**src/hdl/rtmp_chunk_serializer_unit_assert.svh**
```systemverilog
// Assertion macros for the chunk serializer.
// Uses clk_i and rst_ni of the including module; define ASSERT_OFF to drop all checks.
`ifndef RTMP_CHUNK_SERIALIZER_UNIT_ASSERT_SVH
`define RTMP_CHUNK_SERIALIZER_UNIT_ASSERT_SVH
`ifndef ASSERT_OFF
`define RCS_ASSERT(lbl, prop, msg) \
  lbl: assert property (@(posedge clk_i) disable iff (!rst_ni) prop) else $error(msg);
`define RCS_ASSERT_NEVER(lbl, cond, msg) \
  lbl: assert property (@(posedge clk_i) disable iff (!rst_ni) !(cond)) else $error(msg);
`else
`define RCS_ASSERT(lbl, prop, msg)
`define RCS_ASSERT_NEVER(lbl, cond, msg)
`endif
`endif

```
**src/hdl/rcs_pkg.sv**
```systemverilog
// Shared types, constants and the basic header encoder of the chunk serializer.
// No dependencies; imported by every module of the block.
package rcs_pkg;

  localparam int RCS_PADDR_W = 3;
  localparam int RCS_QDEPTH  = 4;
  localparam int RCS_QPTR_W  = $clog2(RCS_QDEPTH);

  localparam logic [16:0] RCS_MAX_CHUNK_RST   = 17'd128;
  localparam logic [16:0] RCS_MAX_CHUNK_LIMIT = 17'd65536;
  localparam logic [16:0] RCS_CSID_MIN       = 17'd2;
  localparam logic [16:0] RCS_CSID_MAX       = 17'd65599;
  localparam logic [16:0] RCS_CSID_ONE_MAX   = 17'd63;
  localparam logic [16:0] RCS_CSID_BASE      = 17'd64;
  localparam logic [16:0] RCS_CSID_TWO_MAX   = 17'd319;

  // chunk header formats
  localparam logic [1:0] RCS_FMT_FULL    = 2'd0;
  localparam logic [1:0] RCS_FMT_SAME_SID = 2'd1;
  localparam logic [1:0] RCS_FMT_TS_ONLY = 2'd2;
  localparam logic [1:0] RCS_FMT_NONE    = 2'd3;

  // item kinds on tuser
  localparam logic RCS_OP_HEADER  = 1'b0;
  localparam logic RCS_OP_PAYLOAD = 1'b1;

  // register index
  localparam logic RCS_REG_MAX_CHUNK = 1'b0;

  typedef struct packed {
    logic        op;
    logic [16:0] csid;
    logic [31:0] ts;
    logic [23:0] len;
    logic [7:0]  mtype;
    logic [31:0] sid;
    logic [7:0]  pay;
  } rcs_item_t;

  typedef struct packed {
    logic [1:0]  len;
    logic [23:0] bytes;  // byte 0 in the low bits
  } rcs_bh_t;

  // One queued job: the bytes to send for one accepted item, in order
  // basic header, message header, extended timestamp, payload byte.
  typedef struct packed {
    logic [4:0]  hdr_len;
    logic [1:0]  bh_len;
    logic [23:0] bh_bytes;
    logic [3:0]  mh_len;
    logic [23:0] ts24;
    logic [23:0] len;
    logic [7:0]  mtype;
    logic [31:0] sid;
    logic        ext;
    logic [31:0] ext_val;
    logic        has_pay;
    logic [7:0]  pay;
  } rcs_job_t;

  typedef struct packed {
    logic full;
    logic empty;
  } rcs_qstat_t;

  function automatic rcs_bh_t rcs_basic_hdr(logic [1:0] fmt, logic [16:0] csid);
    rcs_bh_t     r;
    logic [16:0] d;
    d = csid - RCS_CSID_BASE;
    r = '0;
    if (csid <= RCS_CSID_ONE_MAX) begin
      r.len         = 2'd1;
      r.bytes[7:0]  = {fmt, csid[5:0]};
    end else if (csid <= RCS_CSID_TWO_MAX) begin
      r.len         = 2'd2;
      r.bytes[7:0]  = {fmt, 6'd0};
      r.bytes[15:8] = d[7:0];
    end else begin
      r.len          = 2'd3;
      r.bytes[7:0]   = {fmt, 6'd1};
      r.bytes[15:8]  = d[7:0];
      r.bytes[23:16] = d[15:8];
    end
    return r;
  endfunction

endpackage

```
**src/hdl/rtmp_chunk_serializer_unit.sv**
```systemverilog
// Top level of the chunk stream serializer: config register, front end, job queue, back end.
// Depends on rcs_pkg, rcs_front, rcs_fifo, rcs_back and rtmp_chunk_serializer_unit_assert.svh.
//
//  channel   dir  handshake                  carries
//  s_axis    in   s_axis_tvalid/tready       header items and payload bytes
//  m_axis    out  m_axis_tvalid/tready       serialized chunk stream bytes
//  apb       in   psel/penable/pwrite/pready maximum chunk length at byte address 0
//
// One item is accepted per cycle while the four-entry job queue has room.
// The back end sends one byte per cycle while m_axis is not stalled: a header item is
// 1 to 18 bytes, a payload byte one byte, or up to 8 where a continuation header goes first.
// With the queue empty, the first byte of an item is written into the job queue and then
// loaded into the output register, from which it goes out on m_axis.
// Reset clears all message state and sets the maximum chunk length to 128; there is no
// clearing pass.
// A stall on m_axis holds the output register; s_axis keeps flowing until the queue fills.
`include "rtmp_chunk_serializer_unit_assert.svh"

module rtmp_chunk_serializer_unit import rcs_pkg::*; (
  input  logic                   clk_i,
  input  logic                   rst_ni,
  input  logic                   s_axis_tvalid,
  output logic                   s_axis_tready,
  // [16:0] chunk_stream_id, [48:17] msg_timestamp, [72:49] msg_length,
  // [80:73] msg_type, [112:81] stream_id, [120:113] payload_byte, rest zero
  input  logic [127:0]           s_axis_tdata,
  // [0] op
  input  logic                   s_axis_tuser,
  output logic                   m_axis_tvalid,
  input  logic                   m_axis_tready,
  // [7:0] out_byte, [12:8] header_length, rest zero
  output logic [15:0]            m_axis_tdata,
  // [0] is_header
  output logic                   m_axis_tuser,
  output logic                   m_axis_tlast,
  input  logic                   psel,
  input  logic                   penable,
  input  logic                   pwrite,
  input  logic [RCS_PADDR_W-1:0] paddr,
  input  logic [31:0]            pwdata,
  output logic [31:0]            prdata,
  output logic                   pready
);

  logic [16:0] max_chunk_q, max_chunk_d;
  logic        cfg_wr;
  rcs_item_t   item;
  rcs_job_t    push_job;
  rcs_job_t    head_job;
  rcs_qstat_t  q_stat;
  logic        q_push;
  logic        q_pop;
  logic [7:0]  out_byte;
  logic [4:0]  out_hl;

  // Register file: one register, decoded on the word index.
  assign pready = 1'b1;
  assign cfg_wr = psel && penable && pwrite && pready && (paddr[2] == RCS_REG_MAX_CHUNK);
  assign max_chunk_d = cfg_wr ? pwdata[16:0] : max_chunk_q;
  assign prdata = (paddr[2] == RCS_REG_MAX_CHUNK) ? {15'd0, max_chunk_q} : 32'd0;

  always_ff @(posedge clk_i or negedge rst_ni) begin
    if (!rst_ni) begin
      max_chunk_q <= RCS_MAX_CHUNK_RST;
    end else begin
      max_chunk_q <= max_chunk_d;
    end
  end

  // Unpack the input transfer.
  always_comb begin
    item.op    = s_axis_tuser;
    item.csid  = s_axis_tdata[16:0];
    item.ts    = s_axis_tdata[48:17];
    item.len   = s_axis_tdata[72:49];
    item.mtype = s_axis_tdata[80:73];
    item.sid   = s_axis_tdata[112:81];
    item.pay   = s_axis_tdata[120:113];
  end

  // Classify and track state; state advances at the transfer itself.
  rcs_front u_front (
    .clk_i       (clk_i),
    .rst_ni      (rst_ni),
    .in_valid_i  (s_axis_tvalid),
    .in_ready_o  (s_axis_tready),
    .item_i      (item),
    .max_chunk_i (max_chunk_q),
    .q_full_i    (q_stat.full),
    .push_o      (q_push),
    .job_o       (push_job)
  );

  rcs_fifo u_fifo (
    .clk_i (clk_i),
    .rst_ni(rst_ni),
    .push_i(q_push),
    .data_i(push_job),
    .pop_i (q_pop),
    .data_o(head_job),
    .stat_o(q_stat)
  );

  // Serialize the head job byte by byte into the output register.
  rcs_back u_back (
    .clk_i      (clk_i),
    .rst_ni     (rst_ni),
    .q_valid_i  (!q_stat.empty),
    .job_i      (head_job),
    .pop_o      (q_pop),
    .out_valid_o(m_axis_tvalid),
    .out_ready_i(m_axis_tready),
    .out_byte_o (out_byte),
    .out_hdr_o  (m_axis_tuser),
    .out_last_o (m_axis_tlast),
    .out_hl_o   (out_hl)
  );

  assign m_axis_tdata = {3'd0, out_hl, out_byte};

  `RCS_ASSERT_NEVER(a_no_overflow, q_push && q_stat.full && !q_pop, "job queue overflow")
  `RCS_ASSERT(a_no_underflow, q_pop |-> !q_stat.empty, "pop from empty job queue")
  `RCS_ASSERT(a_payload_last, (m_axis_tvalid && !m_axis_tuser) |-> m_axis_tlast, "bad tlast")
  `RCS_ASSERT(a_hl_is_hdr, (m_axis_tvalid && |out_hl) |-> m_axis_tuser, "hl on payload")

endmodule

```
**src/hdl/rcs_front.sv**
```systemverilog
// Front end: accepts items, picks the header format, tracks message and chunk state.
// Depends on rcs_pkg; pushes one rcs_job_t per item that produces output.
module rcs_front import rcs_pkg::*; (
  input  logic        clk_i,
  input  logic        rst_ni,
  input  logic        in_valid_i,
  output logic        in_ready_o,
  input  rcs_item_t   item_i,
  input  logic [16:0] max_chunk_i,
  input  logic        q_full_i,
  output logic        push_o,
  output rcs_job_t    job_o
);

  logic        have_prev_q, have_prev_d;
  logic [31:0] prev_sid_q, prev_sid_d;
  logic [23:0] prev_len_q, prev_len_d;
  logic [7:0]  prev_type_q, prev_type_d;
  logic [31:0] prev_ts_q, prev_ts_d;
  logic [23:0] left_msg_q, left_msg_d;
  logic [16:0] left_chunk_q, left_chunk_d;
  logic [16:0] cur_csid_q, cur_csid_d;
  logic [32:0] ext_q, ext_d;

  logic        accept;
  logic        same;
  logic [1:0]  fmt;
  logic [31:0] tv;
  logic        tv_ext;
  logic [16:0] csid;
  logic [16:0] eff_cs;
  logic        cont;
  rcs_bh_t     bh_msg;
  rcs_bh_t     bh_cont;

  assign in_ready_o = !q_full_i;
  assign accept     = in_valid_i && in_ready_o;

  always_comb begin
    priority if (max_chunk_i == 17'd0) begin
      eff_cs = 17'd1;
    end else if (max_chunk_i > RCS_MAX_CHUNK_LIMIT) begin
      eff_cs = RCS_MAX_CHUNK_LIMIT;
    end else begin
      eff_cs = max_chunk_i;
    end
    priority if (item_i.csid < RCS_CSID_MIN) begin
      csid = RCS_CSID_MIN;
    end else if (item_i.csid > RCS_CSID_MAX) begin
      csid = RCS_CSID_MAX;
    end else begin
      csid = item_i.csid;
    end
  end

  always_comb begin
    same = have_prev_q && (item_i.sid == prev_sid_q);
    fmt  = RCS_FMT_FULL;
    if (same) begin
      fmt = RCS_FMT_SAME_SID;
      if (item_i.len == prev_len_q && item_i.mtype == prev_type_q) begin
        fmt = RCS_FMT_TS_ONLY;
        if (item_i.ts == prev_ts_q) begin
          fmt = RCS_FMT_NONE;
        end
      end
    end
    tv      = same ? (item_i.ts - prev_ts_q) : item_i.ts;
    tv_ext  = |tv[31:24];
    cont    = (left_chunk_q == 17'd0);
    bh_msg  = rcs_basic_hdr(fmt, csid);
    bh_cont = rcs_basic_hdr(RCS_FMT_NONE, cur_csid_q);
  end

  always_comb begin
    have_prev_d  = have_prev_q;
    prev_sid_d   = prev_sid_q;
    prev_len_d   = prev_len_q;
    prev_type_d  = prev_type_q;
    prev_ts_d    = prev_ts_q;
    left_msg_d   = left_msg_q;
    left_chunk_d = left_chunk_q;
    cur_csid_d   = cur_csid_q;
    ext_d        = ext_q;
    push_o       = 1'b0;
    job_o        = '0;
    job_o.len    = item_i.len;
    job_o.mtype  = item_i.mtype;
    job_o.sid    = item_i.sid;
    job_o.pay    = item_i.pay;

    if (item_i.op == RCS_OP_HEADER) begin
      job_o.bh_len   = bh_msg.len;
      job_o.bh_bytes = bh_msg.bytes;
      unique case (fmt)
        RCS_FMT_FULL:     job_o.mh_len = 4'd11;
        RCS_FMT_SAME_SID: job_o.mh_len = 4'd7;
        RCS_FMT_TS_ONLY:  job_o.mh_len = 4'd3;
        default:          job_o.mh_len = 4'd0;
      endcase
      job_o.ts24    = tv_ext ? 24'hFFFFFF : tv[23:0];
      job_o.ext     = tv_ext;
      job_o.ext_val = tv;
      job_o.hdr_len = {3'd0, bh_msg.len} + {1'b0, job_o.mh_len} + (tv_ext ? 5'd4 : 5'd0);
      // zero-length messages leave everything untouched
      if (accept && item_i.len != 24'd0) begin
        push_o       = 1'b1;
        have_prev_d  = 1'b1;
        prev_sid_d   = item_i.sid;
        prev_len_d   = item_i.len;
        prev_type_d  = item_i.mtype;
        prev_ts_d    = item_i.ts;
        cur_csid_d   = csid;
        left_msg_d   = item_i.len;
        left_chunk_d = eff_cs;
        ext_d        = {tv_ext, tv_ext ? tv : 32'd0};
      end
    end else begin
      job_o.bh_len   = cont ? bh_cont.len : 2'd0;
      job_o.bh_bytes = bh_cont.bytes;
      job_o.ext      = cont && ext_q[32];
      job_o.ext_val  = ext_q[31:0];
      job_o.has_pay  = 1'b1;
      // drop stray payload bytes outside a message
      if (accept && left_msg_q != 24'd0) begin
        push_o       = 1'b1;
        left_msg_d   = left_msg_q - 24'd1;
        left_chunk_d = (cont ? eff_cs : left_chunk_q) - 17'd1;
      end
    end
  end

  always_ff @(posedge clk_i or negedge rst_ni) begin
    if (!rst_ni) begin
      have_prev_q  <= 1'b0;
      prev_sid_q   <= '0;
      prev_len_q   <= '0;
      prev_type_q  <= '0;
      prev_ts_q    <= '0;
      left_msg_q   <= '0;
      left_chunk_q <= '0;
      cur_csid_q   <= '0;
      ext_q        <= '0;
    end else begin
      have_prev_q  <= have_prev_d;
      prev_sid_q   <= prev_sid_d;
      prev_len_q   <= prev_len_d;
      prev_type_q  <= prev_type_d;
      prev_ts_q    <= prev_ts_d;
      left_msg_q   <= left_msg_d;
      left_chunk_q <= left_chunk_d;
      cur_csid_q   <= cur_csid_d;
      ext_q        <= ext_d;
    end
  end

endmodule

```
**src/hdl/rcs_fifo.sv**
```systemverilog
// Job queue between front and back end, RCS_QDEPTH entries of rcs_job_t.
// Depends on rcs_pkg.
module rcs_fifo import rcs_pkg::*; (
  input  logic       clk_i,
  input  logic       rst_ni,
  input  logic       push_i,
  input  rcs_job_t   data_i,
  input  logic       pop_i,
  output rcs_job_t   data_o,
  output rcs_qstat_t stat_o
);

  rcs_job_t              mem_q [RCS_QDEPTH];
  logic [RCS_QPTR_W-1:0] wr_ptr_q, wr_ptr_d;
  logic [RCS_QPTR_W-1:0] rd_ptr_q, rd_ptr_d;
  logic [RCS_QPTR_W:0]   count_q, count_d;

  localparam logic [RCS_QPTR_W:0] Depth = (RCS_QPTR_W + 1)'(RCS_QDEPTH);

  assign data_o       = mem_q[rd_ptr_q];
  assign stat_o.full  = (count_q == Depth);
  assign stat_o.empty = (count_q == '0);

  always_comb begin
    wr_ptr_d = push_i ? wr_ptr_q + 1'b1 : wr_ptr_q;
    rd_ptr_d = pop_i ? rd_ptr_q + 1'b1 : rd_ptr_q;
    count_d  = count_q + (RCS_QPTR_W + 1)'(push_i) - (RCS_QPTR_W + 1)'(pop_i);
  end

  always_ff @(posedge clk_i) begin
    if (push_i) begin
      mem_q[wr_ptr_q] <= data_i;
    end
  end

  always_ff @(posedge clk_i or negedge rst_ni) begin
    if (!rst_ni) begin
      wr_ptr_q <= '0;
      rd_ptr_q <= '0;
      count_q  <= '0;
    end else begin
      wr_ptr_q <= wr_ptr_d;
      rd_ptr_q <= rd_ptr_d;
      count_q  <= count_d;
    end
  end

endmodule

```
**src/hdl/rcs_back.sv**
```systemverilog
// Back end: walks the bytes of the job at the queue head into an output register.
// Depends on rcs_pkg.
module rcs_back import rcs_pkg::*; (
  input  logic     clk_i,
  input  logic     rst_ni,
  input  logic     q_valid_i,
  input  rcs_job_t job_i,
  output logic     pop_o,
  output logic     out_valid_o,
  input  logic     out_ready_i,
  output logic [7:0] out_byte_o,
  output logic     out_hdr_o,
  output logic     out_last_o,
  output logic [4:0] out_hl_o
);

  logic [4:0] idx_q, idx_d;
  logic       valid_q, valid_d;
  logic [7:0] byte_q, byte_d;
  logic       hdr_q, hdr_d;
  logic       last_q, last_d;
  logic [4:0] hl_q;

  logic       load;
  logic [4:0] e1, e2, e3, n;
  logic [4:0] off2, off3;
  logic [3:0] mk;
  logic [1:0] xk;
  logic [7:0] mh_byte;
  logic [7:0] ext_byte;

  assign load = q_valid_i && (!valid_q || out_ready_i);

  always_comb begin
    e1   = {3'd0, job_i.bh_len};
    e2   = e1 + {1'b0, job_i.mh_len};
    e3   = e2 + (job_i.ext ? 5'd4 : 5'd0);
    n    = e3 + {4'd0, job_i.has_pay};
    off2 = idx_q - e1;
    off3 = idx_q - e2;
    mk   = off2[3:0];
    xk   = off3[1:0];
    unique case (mk)
      4'd0:    mh_byte = job_i.ts24[23:16];
      4'd1:    mh_byte = job_i.ts24[15:8];
      4'd2:    mh_byte = job_i.ts24[7:0];
      4'd3:    mh_byte = job_i.len[23:16];
      4'd4:    mh_byte = job_i.len[15:8];
      4'd5:    mh_byte = job_i.len[7:0];
      4'd6:    mh_byte = job_i.mtype;
      4'd7:    mh_byte = job_i.sid[7:0];
      4'd8:    mh_byte = job_i.sid[15:8];
      4'd9:    mh_byte = job_i.sid[23:16];
      4'd10:   mh_byte = job_i.sid[31:24];
      default: mh_byte = 8'h00;
    endcase
    unique case (xk)
      2'd0:    ext_byte = job_i.ext_val[31:24];
      2'd1:    ext_byte = job_i.ext_val[23:16];
      2'd2:    ext_byte = job_i.ext_val[15:8];
      default: ext_byte = job_i.ext_val[7:0];
    endcase
  end

  always_comb begin
    valid_d = valid_q && !out_ready_i;
    byte_d  = byte_q;
    hdr_d   = hdr_q;
    last_d  = last_q;
    idx_d   = idx_q;
    pop_o   = 1'b0;
    if (load) begin
      valid_d = 1'b1;
      hdr_d   = 1'b1;
      priority if (idx_q < e1) begin
        byte_d = job_i.bh_bytes[{idx_q[1:0], 3'b000} +: 8];
      end else if (idx_q < e2) begin
        byte_d = mh_byte;
      end else if (idx_q < e3) begin
        byte_d = ext_byte;
      end else begin
        byte_d = job_i.pay;
        hdr_d  = 1'b0;
      end
      last_d = (idx_q == n - 5'd1);
      if (last_d) begin
        idx_d = '0;
        pop_o = 1'b1;
      end else begin
        idx_d = idx_q + 5'd1;
      end
    end
  end

  always_ff @(posedge clk_i) begin
    byte_q <= byte_d;
    hdr_q  <= hdr_d;
    last_q <= last_d;
    if (load) begin
      hl_q <= job_i.hdr_len;
    end
  end

  always_ff @(posedge clk_i or negedge rst_ni) begin
    if (!rst_ni) begin
      valid_q <= 1'b0;
      idx_q   <= '0;
    end else begin
      valid_q <= valid_d;
      idx_q   <= idx_d;
    end
  end

  assign out_valid_o = valid_q;
  assign out_byte_o  = byte_q;
  assign out_hdr_o   = hdr_q;
  assign out_last_o  = last_q;
  assign out_hl_o    = hl_q;

endmodule

```
**config.mk**
```make
export PLATFORM = sky130hd
export DESIGN_NAME = rtmp_chunk_serializer_unit
export DESIGN_NICKNAME = d
export VERILOG_FILES = /design/src/hdl/rcs_pkg.sv /design/src/hdl/rtmp_chunk_serializer_unit.sv /design/src/hdl/rcs_front.sv /design/src/hdl/rcs_fifo.sv /design/src/hdl/rcs_back.sv
export VERILOG_INCLUDE_DIRS = /design/src /design/src/hdl
export SDC_FILE = /design/constraint.sdc
export NUM_CORES = 1
export LEC_CHECK = 0
export ABC_CLOCK_PERIOD_IN_PS = 6100
export BUFFER_PORTS_ARGS = -buffer_cell sky130_fd_sc_hd__buf_2
export CORE_AREA = 2 2 321 323
export DETAILED_ROUTE_END_ITERATION = 7
export DIE_AREA = 0 0 323 325
export PLACE_DENSITY = 0.64
export SLEW_MARGIN = 40
export SYNTH_ARGS = -nofsm -noshare
export SYNTH_HDL_FRONTEND = slang
export SYNTH_SLANG_ARGS = --single-unit
```
**constraint.sdc**
```tcl
create_clock -name clk_i -period 6.1 [get_ports clk_i]
set_clock_uncertainty 0.1 [all_clocks]
set_input_delay 1.22 -clock clk_i [delete_from_list [all_inputs] [get_ports clk_i]]
set_output_delay 1.22 -clock clk_i [all_outputs]
set_load 0.02 [all_outputs]
```
After elaboration in Yosys (flattened, before gate mapping). Memory sizes are Yosys's and may differ from the RTL's. Index checks and enable logic that the tools add are counted.

Shifts and indexed selects: 1. Muxes and demuxes: 55. Bitwise gates (word level): 2. Reductions and logical operators: 29. $add $sub $neg: 18. Eq/ne operators: 21. Order comparisons: 10.

Operators by type and width (number): $mux 17 (9); $mux 24 (4); $pmux 8 s11 (1); $eq 32x32->1 (2); $mux 32 (2); $mux 8 (6); $reduce_bool 24->1 (2); $gt 17x17->1 const B (2); $le 17x6->1 const B (2); $le 17x9->1 const B (2); $logic_not 17->1 (2); $mux 33 (1); $mux 16 (2); $sub 16x7->16 const B (2); $sub 32x32->32 (1); $mux 28 (1); $mux 26 (1); $eq 24x24->1 (1); $pmux 8 s3 (1); $shiftx 24x6->8 (1); $sub 24x1->24 const B (1); $lt 17x2->1 const B (1); $sub 17x1->17 const B (1); $eq 4x3->1 const B (4); other kinds (40) (84).

RAM bits: 660. Memories: 1. Register bits after elaboration: 233. Output and inout bits: 53. Bits of input ports: 171. Logic and storage cells: 156.

Memories: u_fifo.mem_q (words 4, bits a word 165, rd ports 1, clocked after memory_dff 0, write ports 1, line rcs_fifo.sv:13) `rcs_job_t mem_q [RCS_QDEPTH];`.

Longest topological paths before layout. Gate-level depths: netlist of run 1.

Word-level depth: 10. Gate-level depth with buffers: 26. Mapped depth without buffers: 20.

Hierarchy. From an unflattened synthesis of run 1, not the netlist that was laid out.

Cells, all modules: 3043. Area, all modules: 41504.8 um^2.

By module, submodules not included: rcs_fifo (area each 24208.2 um^2, seq. area each 19994.2 um^2, times used 1, cells each 896); rcs_front (area each 13472.9 um^2, seq. area each 4704.5 um^2, times used 1, cells each 1758); rcs_back (area each 2860.2 um^2, seq. area each 600.6 um^2, times used 1, cells each 313); rtmp_chunk_serializer_unit (area each 963.4 um^2, seq. area each 426.7 um^2, times used 1, cells each 76).

Worst setup path after synthesis of run 1. Ideal clock, no wire load.

Kind: input port to flip-flop. From: input port s_axis_tuser. To: memory u_fifo.mem_q[0][0] in the netlist's numbering, enable pin. Data required time: 5.456 ns. Buffers on the path: 3. Library setup time: 0.544 ns. Arrival time: 6.540 ns. Slack: -1.084 ns. Stages: 8. Path through: clkbuf_1 nand2_1 nor3_1 and3_1 a211oi_1 clkbuf_1 clkbuf_1 and2_1.

Cells in the longest elaborated chain, start to end: 3.

RTL lines: start, declared (line rtmp_chunk_serializer_unit.sv:28) `input logic s_axis_tuser,`; $mux 1 (line rcs_front.sv:92) `if (item_i.op == RCS_OP_HEADER) begin`; $mux 1 (line rcs_fifo.sv:31) `if (push_i) begin`; $mux 1 (not written as such) (line rcs_fifo.sv:32) `mem_q[wr_ptr_q] <= data_i;`; end, declared (line rcs_fifo.sv:13).

Every way passes these cells.

Worst setup path in the final report of run 1.
From: register u_fifo.rd_ptr_q[0]. To: register u_fifo.count_q[2].

Cells in the longest elaborated chain, start to end: 9. Elaborated cells on any way between the ends: 10. Those cells by class: add/sub: 5; eq/ne: 1; mux: 3; memory: 1.

RTL lines: start, declared (line rcs_fifo.sv:15) `logic [RCS_QPTR_W-1:0] rd_ptr_q, rd_ptr_d;`; start signal, assigned (line rcs_fifo.sv:43) `rd_ptr_q <= rd_ptr_d;`; $mem_v2 4x165 (*); $add 2x4->5 or $mux 3 (tied branches) (line rcs_back.sv:36, rcs_back.sv:37); $add 5x3->5 (line rcs_back.sv:37) `e3 = e2 + (job_i.ext ? 5'd4 : 5'd0);`; $add 5x1->5 (*) (line rcs_back.sv:38) `n = e3 + {4'd0, job_i.has_pay};`; $sub 5x1->5 (*) (line rcs_back.sv:85) `last_d = (idx_q == n - 5'd1);`; $eq 5x5->1 (*) (line rcs_back.sv:85); $mux 1 (*) (line rcs_back.sv:86) `if (last_d) begin`; $mux 1 (*) (line rcs_back.sv:72) `if (load) begin`; net q_pop (line rtmp_chunk_serializer_unit.sv:52) `logic q_pop;`; $sub 3x1->3 (*) (line rcs_fifo.sv:27) `count_d = count_q + (RCS_QPTR_W + 1)'(push_i) - (RCS_QPTR_W + 1)'(pop_i);`; net u_fifo.count_d[2] (line rcs_fifo.sv:16) `logic [RCS_QPTR_W:0] count_q, count_d;`; end signal, assigned (line rcs_fifo.sv:44) `count_q <= count_d;`; end, declared (line rcs_fifo.sv:16).

Mark *: on every way through the listed nets, which the timed path passes. The rest lies on a longest branch. A chain may end at the register's enable or synchronous reset.

==> results of run 1 <==
power groups by stage:
stage	logic [mW]	clock network, mW	registers (mW)
3_5_place_dp	8.11	0	9.08
2_1_floorplan	5.51	0	8.90
3_3_place_gp	8.04	0	9.03
4_1_cts	8.16	5.90	8.97
5_1_grt	8.83	6.15	9.12
6_report	8.09	5.80	8.96
layout by cell type, fill, tap and decap left out, drive strengths merged, types with 13 or more instances in the layout:
| master | n |
|---|---|
| clkbuf | 116 |
| a21o | 17 |
| inv | 99 |
| ha | 62 |
| a211oi | 13 |
| clkinv | 37 |
| buf | 236 |
| nand2b | 23 |
| edfxtp | 671 |
| o22ai | 34 |
| xor2 | 86 |
| nand3 | 45 |
| or3 | 13 |
| a221oi | 14 |
| nor4 | 42 |
| dfrtp | 217 |
| and3 | 14 |
| nor2 | 143 |
| o21ai | 145 |
| a21oi | 148 |
| mux2i | 39 |
| nor2b | 30 |
| mux2 | 33 |
| conb | 19 |
| xnor2 | 40 |
| o31ai | 31 |
| mux4 | 173 |
| nor3 | 47 |
| nand2 | 407 |
flip-flops by register name, indices dropped and copies added, names as in the netlist, 8 cells and up:
name                  count
u_back.out_byte_o         8
max_chunk_q              17
u_front.ext_q            33
u_front.prev_type_q       8
u_front.cur_csid_q       17
u_front.prev_ts_q        32
u_front.left_msg_q       24
u_fifo.mem_q            656
u_front.prev_len_q       24
u_front.left_chunk_q     17
u_front.prev_sid_q       32
worst max-delay path by stage:
stage / cells past startpoint / startpoint / slack, ps / endpoint
3_3_place_gp: 16 / s_axis_tdata[17] / 830 / u_fifo.mem_q[0][163]$_DFFE_PP_
5_1_grt: 20 / u_fifo.rd_ptr_q[0]$_DFFE_PN0P_ / 430 / u_fifo.count_q[2]$_DFF_PN0_
4_1_cts: 20 / u_fifo.rd_ptr_q[0]$_DFFE_PN0P_ / 850 / u_fifo.count_q[2]$_DFF_PN0_
3_5_place_dp: 16 / s_axis_tdata[17] / 740 / u_fifo.mem_q[3][163]$_DFFE_PP_
6_report: 20 / u_fifo.rd_ptr_q[0]$_DFFE_PN0P_ / 940 / u_fifo.count_q[2]$_DFF_PN0_
2_1_floorplan: 26 / u_fifo.rd_ptr_q[0]$_DFFE_PN0P_ / 130 / u_fifo.count_q[2]$_DFF_PN0_
worst reg2reg max path: stages, from the launching register on:
cell,delay [ps]
dfrtp_4,790
mux4_2,660
ha_1,240
inv_1,80
fa_1,200
xnor2_1,100
ha_1,190
ha_1,300
inv_1,90
nand3_1,100
xnor2_1,150
xnor2_1,140
nor3_1,520
and2_1,290
ha_1,250
inv_1,50
ha_1,120
inv_1,40
fa_1,370
xnor2_1,140
xnor2_1,120
metal layers:
metal	vias to the layer above	wire length [um]
met5	-	115
met4	18	2390
met3	156	6530
met2	738	47800
met1	12396	42700
li1	11418	-
kinds of logic (layout without fill, tap and decap cells):
kind of cell               count (synthesis)  count (layout)  share of synthesized area
DFF                                      889             889                      0.636
and+or+nand+nor                          829             829                     0.0936
AOI/OAI and AO/OA                        510             510                     0.0793
buffers and inverters                    254             505                     0.0262
muxes                                    245             245                      0.116
xor gates and xnor gates                 126             126                     0.0274
adders and majority gates                 66              66                     0.0213
other                                      2              20                   0.000187
through the flow:
stage               utilization  instance area, um^2  power (mW)
CTS                       0.454                46000        23.0
detailed placement        0.423                42900        17.2
floorplan                     -                40300        14.4
global placement          0.423                42900        17.1
finish                    0.455                46100        22.9
global route              0.455                46100        24.1
layout make-up:
| class | instances | area, um^2 |
|---|---|---|
| Antenna cell | 1 | 2.50 |
| Clock inverter | 59 | 666 |
| Tap cell | 1368 | 1710 |
| Fill cell | 8997 | 55200 |
| Sequential cell | 889 | 25600 |
| Multi-Input combinational cell | 1795 | 13700 |
| Inverter | 94 | 355 |
| Timing Repair Buffer | 236 | 1550 |
| Clock buffer | 116 | 2470 |
==> qor.txt, run 1 <==
Status - finished, final reports clean
Highest Clock Rate - 194 MHz
Tmin final - 5160 ps
Area delta synth->final - 14.5%
Clock Tree Root - clkbuf_16
GRT Residual Overflow - 0
Met3 usage - 0.0388
Post-route non-filler standard cell count - 4558
Detailed router's first-iteration violation count - 2240
Register area share after synthesis - 0.636
Drt via density - 5.42
WHS - 364 ps
Worst Setup End Kind - register
Reg2Reg Setup Slack - 940 ps
Worst-path clk slew - 60 ps
Via count - 24726
Number of sinks on the clock net - 889
CTS Buf Count - 94
Final setup TNS - 0 ps
Gate power share - 0.354
Post-synthesis cell area - 40300 um^2
Maximum clock path buffer count - 3
CP bufs+invs - 4
CTS Hold Buffers Added - 0
Layout cells sized above 1 - 0.192
Worst-path fanout max - 28
R2R depth - 20
Total of max-cap violations - 0
Gpl congestion - 0.858
GRT Overall Usage - 0.189
Most area-hungry cell type in the Yosys netlist - edfxtp_1
Post-Place Cells - 4381
Switch share - 0.348
Slew headroom - 0.400
Clk pwr share - 0.254
Synth warn - 0
RR Endpoint - u_fifo.count_q[2]$_DFF_PN0_
RSZ-0062 raised after global routing - false
Crit start category - register
Met1 usage - 0.259
Leakage power total - 16.8 nW
Synth top area share - 0.501
IO buf count - 180
WL/cell - 21.8 um
Master of the slowest instance on the critical path - dfrtp_4
Max Slew Vio Count - 0
Worst vdd ir - 451 uV
Number of flops mapped to enable cells by yosys - 671
Starting density of the core - 0.397
Top cells by count, synth - edfxtp_1 (671), nand2_1 (407), dfrtp_1 (217)
Flops & latches, synth - 889
Die H - 325 um
Synthesized instance count - 2921
Core area - 101000 um^2
Reg-to-Reg Start - u_fifo.rd_ptr_q[0]$_DFFE_PN0P_
Met2 global-route usage - 0.306
Worst-path cell chain - mux4_2 > ha_1 > inv_1 > fa_1 > xnor2_1 > ha_1 > ha_1 > inv_1 > nand3_1 > xnor2_1 > xnor2_1 > nor3_1 > and2_1 > ha_1 > inv_1 > ha_1 > inv_1 > fa_1 > xnor2_1 > xnor2_1
First-pass GRT wire length - 151000 um
Initial antenna violation count - 16
Largest stage delay, worst path - 790 ps
Area contributors post-synth - edfxtp_1 (50%), dfrtp_1 (13%), mux4_2 (9.7%)
NetSw - 7.96 mW
Crit share post-route - 0.846
CTS tree - done
CP Data Required Time - 6540 ps
Final Hold Vio Count - 0
Skew-Pair Late Insertion Delay - 670 ps
# H-tree levels - 3
Worst Hold Class - input pin to asynchronous set/reset pin
Die Area - 105000 um^2
Pwr Density - 496 nW/um^2
Resized Gates After CTS - 0
Synth Flop Type - edfxtp_1
Asr flop ratio synth - 0.245
Netlist cell types - 84
WP data arrival - 5600 ps
Gr busiest metal - met2
Die Span X - 323 um
Largest net degree at the start of global routing - 135
DRC Markers - 0
Final count of negative-setup-slack endpoints - 0
Ports - 224
Vias in the first global route - 24349
Reg power frac - 0.392
Pre-CTS setup slack - 738 ps
Top delay family on crit path - adder cells
DR pass1 iterations - 5
Row Count - 117
Antenna-violating nets left - 0
Internal power - 14.9 mW
Post-DP HPWL - 66700 um
Kind of critical path - register to register
Routed WL - 99500 um
Tightest Pin Transition - 874 ps
Most frequent cell after synthesis - edfxtp_1
Final worst slack - 942 ps
Net count, final - 3347
Setup bufs post-CTS - 0
Synth Area per Inst - 13.8 um^2
No activity file was read; power rests on OpenSTA's default activity.
==> run 2: changes to the inputs <==
ABC_AREA = 1   (was unset)
ABC_CLOCK_PERIOD_IN_PS = 4800   (was 6100)
CORE_AREA = 2 2 330 332   (was 2 2 321 323)
DIE_AREA = 0 0 332 334   (was 0 0 323 325)
PLACE_DENSITY = 0.62   (was 0.64)
clock period = 4.8 ns   (was 6.1 ns; I/O delays follow)
==> qor.txt, run 2 <==
CP dominant cell by count - inv_1
Via count - 32105
Area of the multi-input gates - 14500 um^2
Worst-path clk slew - 60 ps
Number of flops mapped to enable cells by yosys - 671
Largest stage delay, worst path - 560 ps
WL/cell - 19.1 um
Highest Clock Rate - 224 MHz
First-pass GRT wire length - 179000 um
Leakage power total - 19.6 nW
CTS tree - done
Register area - 25600 um^2
Max Slew Vio Count - 0
Status - finished, final reports clean
Die H - 334 um
Worst-path cell chain - inv_8 > nand2_1 > a32oi_2 > ha_2 > inv_1 > fa_1 > inv_1 > xor2_1 > inv_1 > ha_1 > ha_1 > xor2_1 > a21oi_1 > o21ai_0 > nor2_1 > nand2_2 > nor2_4 > ha_1 > inv_1 > ha_1 > inv_1 > fa_1 > inv_1
Synth Area per Inst - 9.45 um^2
Worst vdd ir - 467 uV
Detailed router's first-iteration violation count - 2896
Ports - 224
# H-tree levels - 3
Final Hold Vio Count - 0
Layout cells sized above 1 - 0.103
Asr flop ratio synth - 0.245
Post-DP HPWL - 79100 um
Die Area - 111000 um^2
Worst Hold Class - input pin to asynchronous set/reset pin
Maximum clock path buffer count - 3
Net count, final - 4912
Skew-Pair Late Insertion Delay - 640 ps
Routed WL - 118000 um
Commonest non-fill, non-tap cell in the layout - nand2_1
FILL cells - 10286
Total of max-cap violations - 0
DR pass1 iterations - 5
Die Span X - 332 um
Reg with most FFs - u_fifo.mem_q
Area delta synth->final - 13.1%
IO buf count - 180
Gpl congestion - 0.909
RSZ-0062 raised after global routing - false
GRT Residual Overflow - 0
Flops & latches, synth - 889
Drt via density - 5.21
Tmin final - 4460 ps
Most frequent cell after synthesis - nand2_1
Kind of critical path - register to register
Util after Layout - 0.447
Register area share after synthesis - 0.601
CTS Hold Buffers Added - 0
Synth warn - 0
Post-synthesis cell area - 42600 um^2
Worst-path fanout max - 11
Final worst slack - 343 ps
Most area-hungry cell type in the Yosys netlist - edfxtp_1
Crit start category - register
Core area - 108000 um^2
CTS Buf Count - 89
Pre-CTS setup slack - 274 ps
Pwr Density - 642 nW/um^2
Row Count - 121
Number of sinks on the clock net - 889
Crit share post-route - 0.929
Most frequent cells in the layout - nand2_1 (920), edfxtp_1 (671), nor2_1 (630)
Starting density of the core - 0.395
Vias in the first global route - 29517
CP Data Required Time - 5240 ps
Netlist cell types - 58
Final setup TNS - 0 ps
Synth top area share - 0.473
Worst Setup End Kind - register
WP data arrival - 4900 ps
Initial antenna violation count - 9
Synthesized instance count - 4512
Synth Flop Type - edfxtp_1
Largest net degree at the start of global routing - 185
Top cells by count, synth - nand2_1 (922), edfxtp_1 (671), nor2_1 (635)
Slew headroom - 0.458
Tightest Pin Transition - 813 ps
Area contributors post-synth - edfxtp_1 (47%), dfrtp_1 (13%), nand2_1 (8.1%)
Setup bufs post-CTS - 0
Master of the slowest instance on the critical path - dfrtp_4
Largest register FFs - 656
R2R depth - 23
Clock Tree Root - clkbuf_16
Antenna-violating nets left - 0
GRT Overall Usage - 0.208
Biggest regs - u_fifo.mem_q x656, u_front.ext_q x33
DRC Markers - 0
Final count of negative-setup-slack endpoints - 0
run 2: cell count changes in the layout (fill, tap and decap cells not counted), sizes merged, moves of 30 or more:
cell,change
nor4,-31
o22ai,+81
mux2,-33
mux4,-173
o21ai,+439
mux2i,-39
nor2,+500
nand3,+152
inv,+348
nand2,+534
nor2b,-30
xor2,-48
run 2: per-layer routing:
| metal | vias to the layer above | part of all wire | global-route usage |
|---|---|---|---|
| met5 | - | 0.00039 | 0 |
| li1 | 15534 | - | - |
| met4 | 8 | 0.023 | 0.0582 |
| met2 | 962 | 0.46 | 0.335 |
| met1 | 15452 | 0.45 | 0.299 |
| met3 | 149 | 0.063 | 0.0238 |
run 2: cell type report:
class | count | area share
diodes | 2 | 0.000104
multi-input cells | 2981 | 0.301
inverters | 449 | 0.0353
clock buffers | 123 | 0.0510
clock inverters | 42 | 0.00846
repair buffers | 265 | 0.0365
well taps | 1414 | 0.0367
flip-flops and latches | 889 | 0.531
run 2: final timing paths:
kind	start	end	slack [ps]
max	u_fifo.rd_ptr_q[0]$_DFFE_PN0P_	u_fifo.count_q[1]$_DFF_PN0_	340
min	rst_ni	u_front.prev_ts_q[18]$_DFFE_PN0P_	70
max reg2reg	u_fifo.rd_ptr_q[0]$_DFFE_PN0P_	u_fifo.count_q[1]$_DFF_PN0_	340
min reg2reg	u_front.prev_ts_q[27]$_DFFE_PN0P_	u_front.prev_ts_q[27]$_DFFE_PN0P_	380
max in group asynchronous	rst_ni	max_chunk_q[7]$_DFFE_PN1P_	3490
min in group clk_i	u_front.prev_ts_q[27]$_DFFE_PN0P_	u_front.prev_ts_q[27]$_DFFE_PN0P_	380
run 2: critical path, delay by kind of cell (launching register included):
kind	cells	cell delay, ps
adders and majority gates	7	1960
DFF	1	560
AOI/OAI and AO/OA	3	470
buffers and inverters	7	460
and+or+nand+nor	4	460
xor gates and xnor gates	2	360
run 2: kinds of logic after synthesis:
logic type,count (synthesis),synth area share
simple gates,1895,0.184
flops,889,0.601
xor+xnor,90,0.0188
fa+ha+maj,66,0.0201
other cells,2,0.000176
buf+inv,659,0.0619
compound gates,911,0.115
run 2: where the power goes:
group	switching [mW]	internal, mW	leakage [nW]	total [mW]
logic	9.14	3.92	9.38	13.1
clock network	2.91	3.96	1.38	6.88
registers	0.699	10.3	8.80	11.0
run 2: metrics by stage:
step                power, mW  cell area (um^2)  cells  hold slack (ps)
floorplan                19.3             42800   4529              349
global placement         24.0             45200   5994              363
detailed placement       24.2             45300   5996              366
CTS                      31.1             48200   6161              260
global route             32.9             48200   6164             80.7
finish                   31.0             48200   6165             74.5
run 2: repair_timing:
action                                 CTS  global route
resized for setup                        0             2
endpoints found under the hold margin    0             0
setup endpoints to repair                0             2
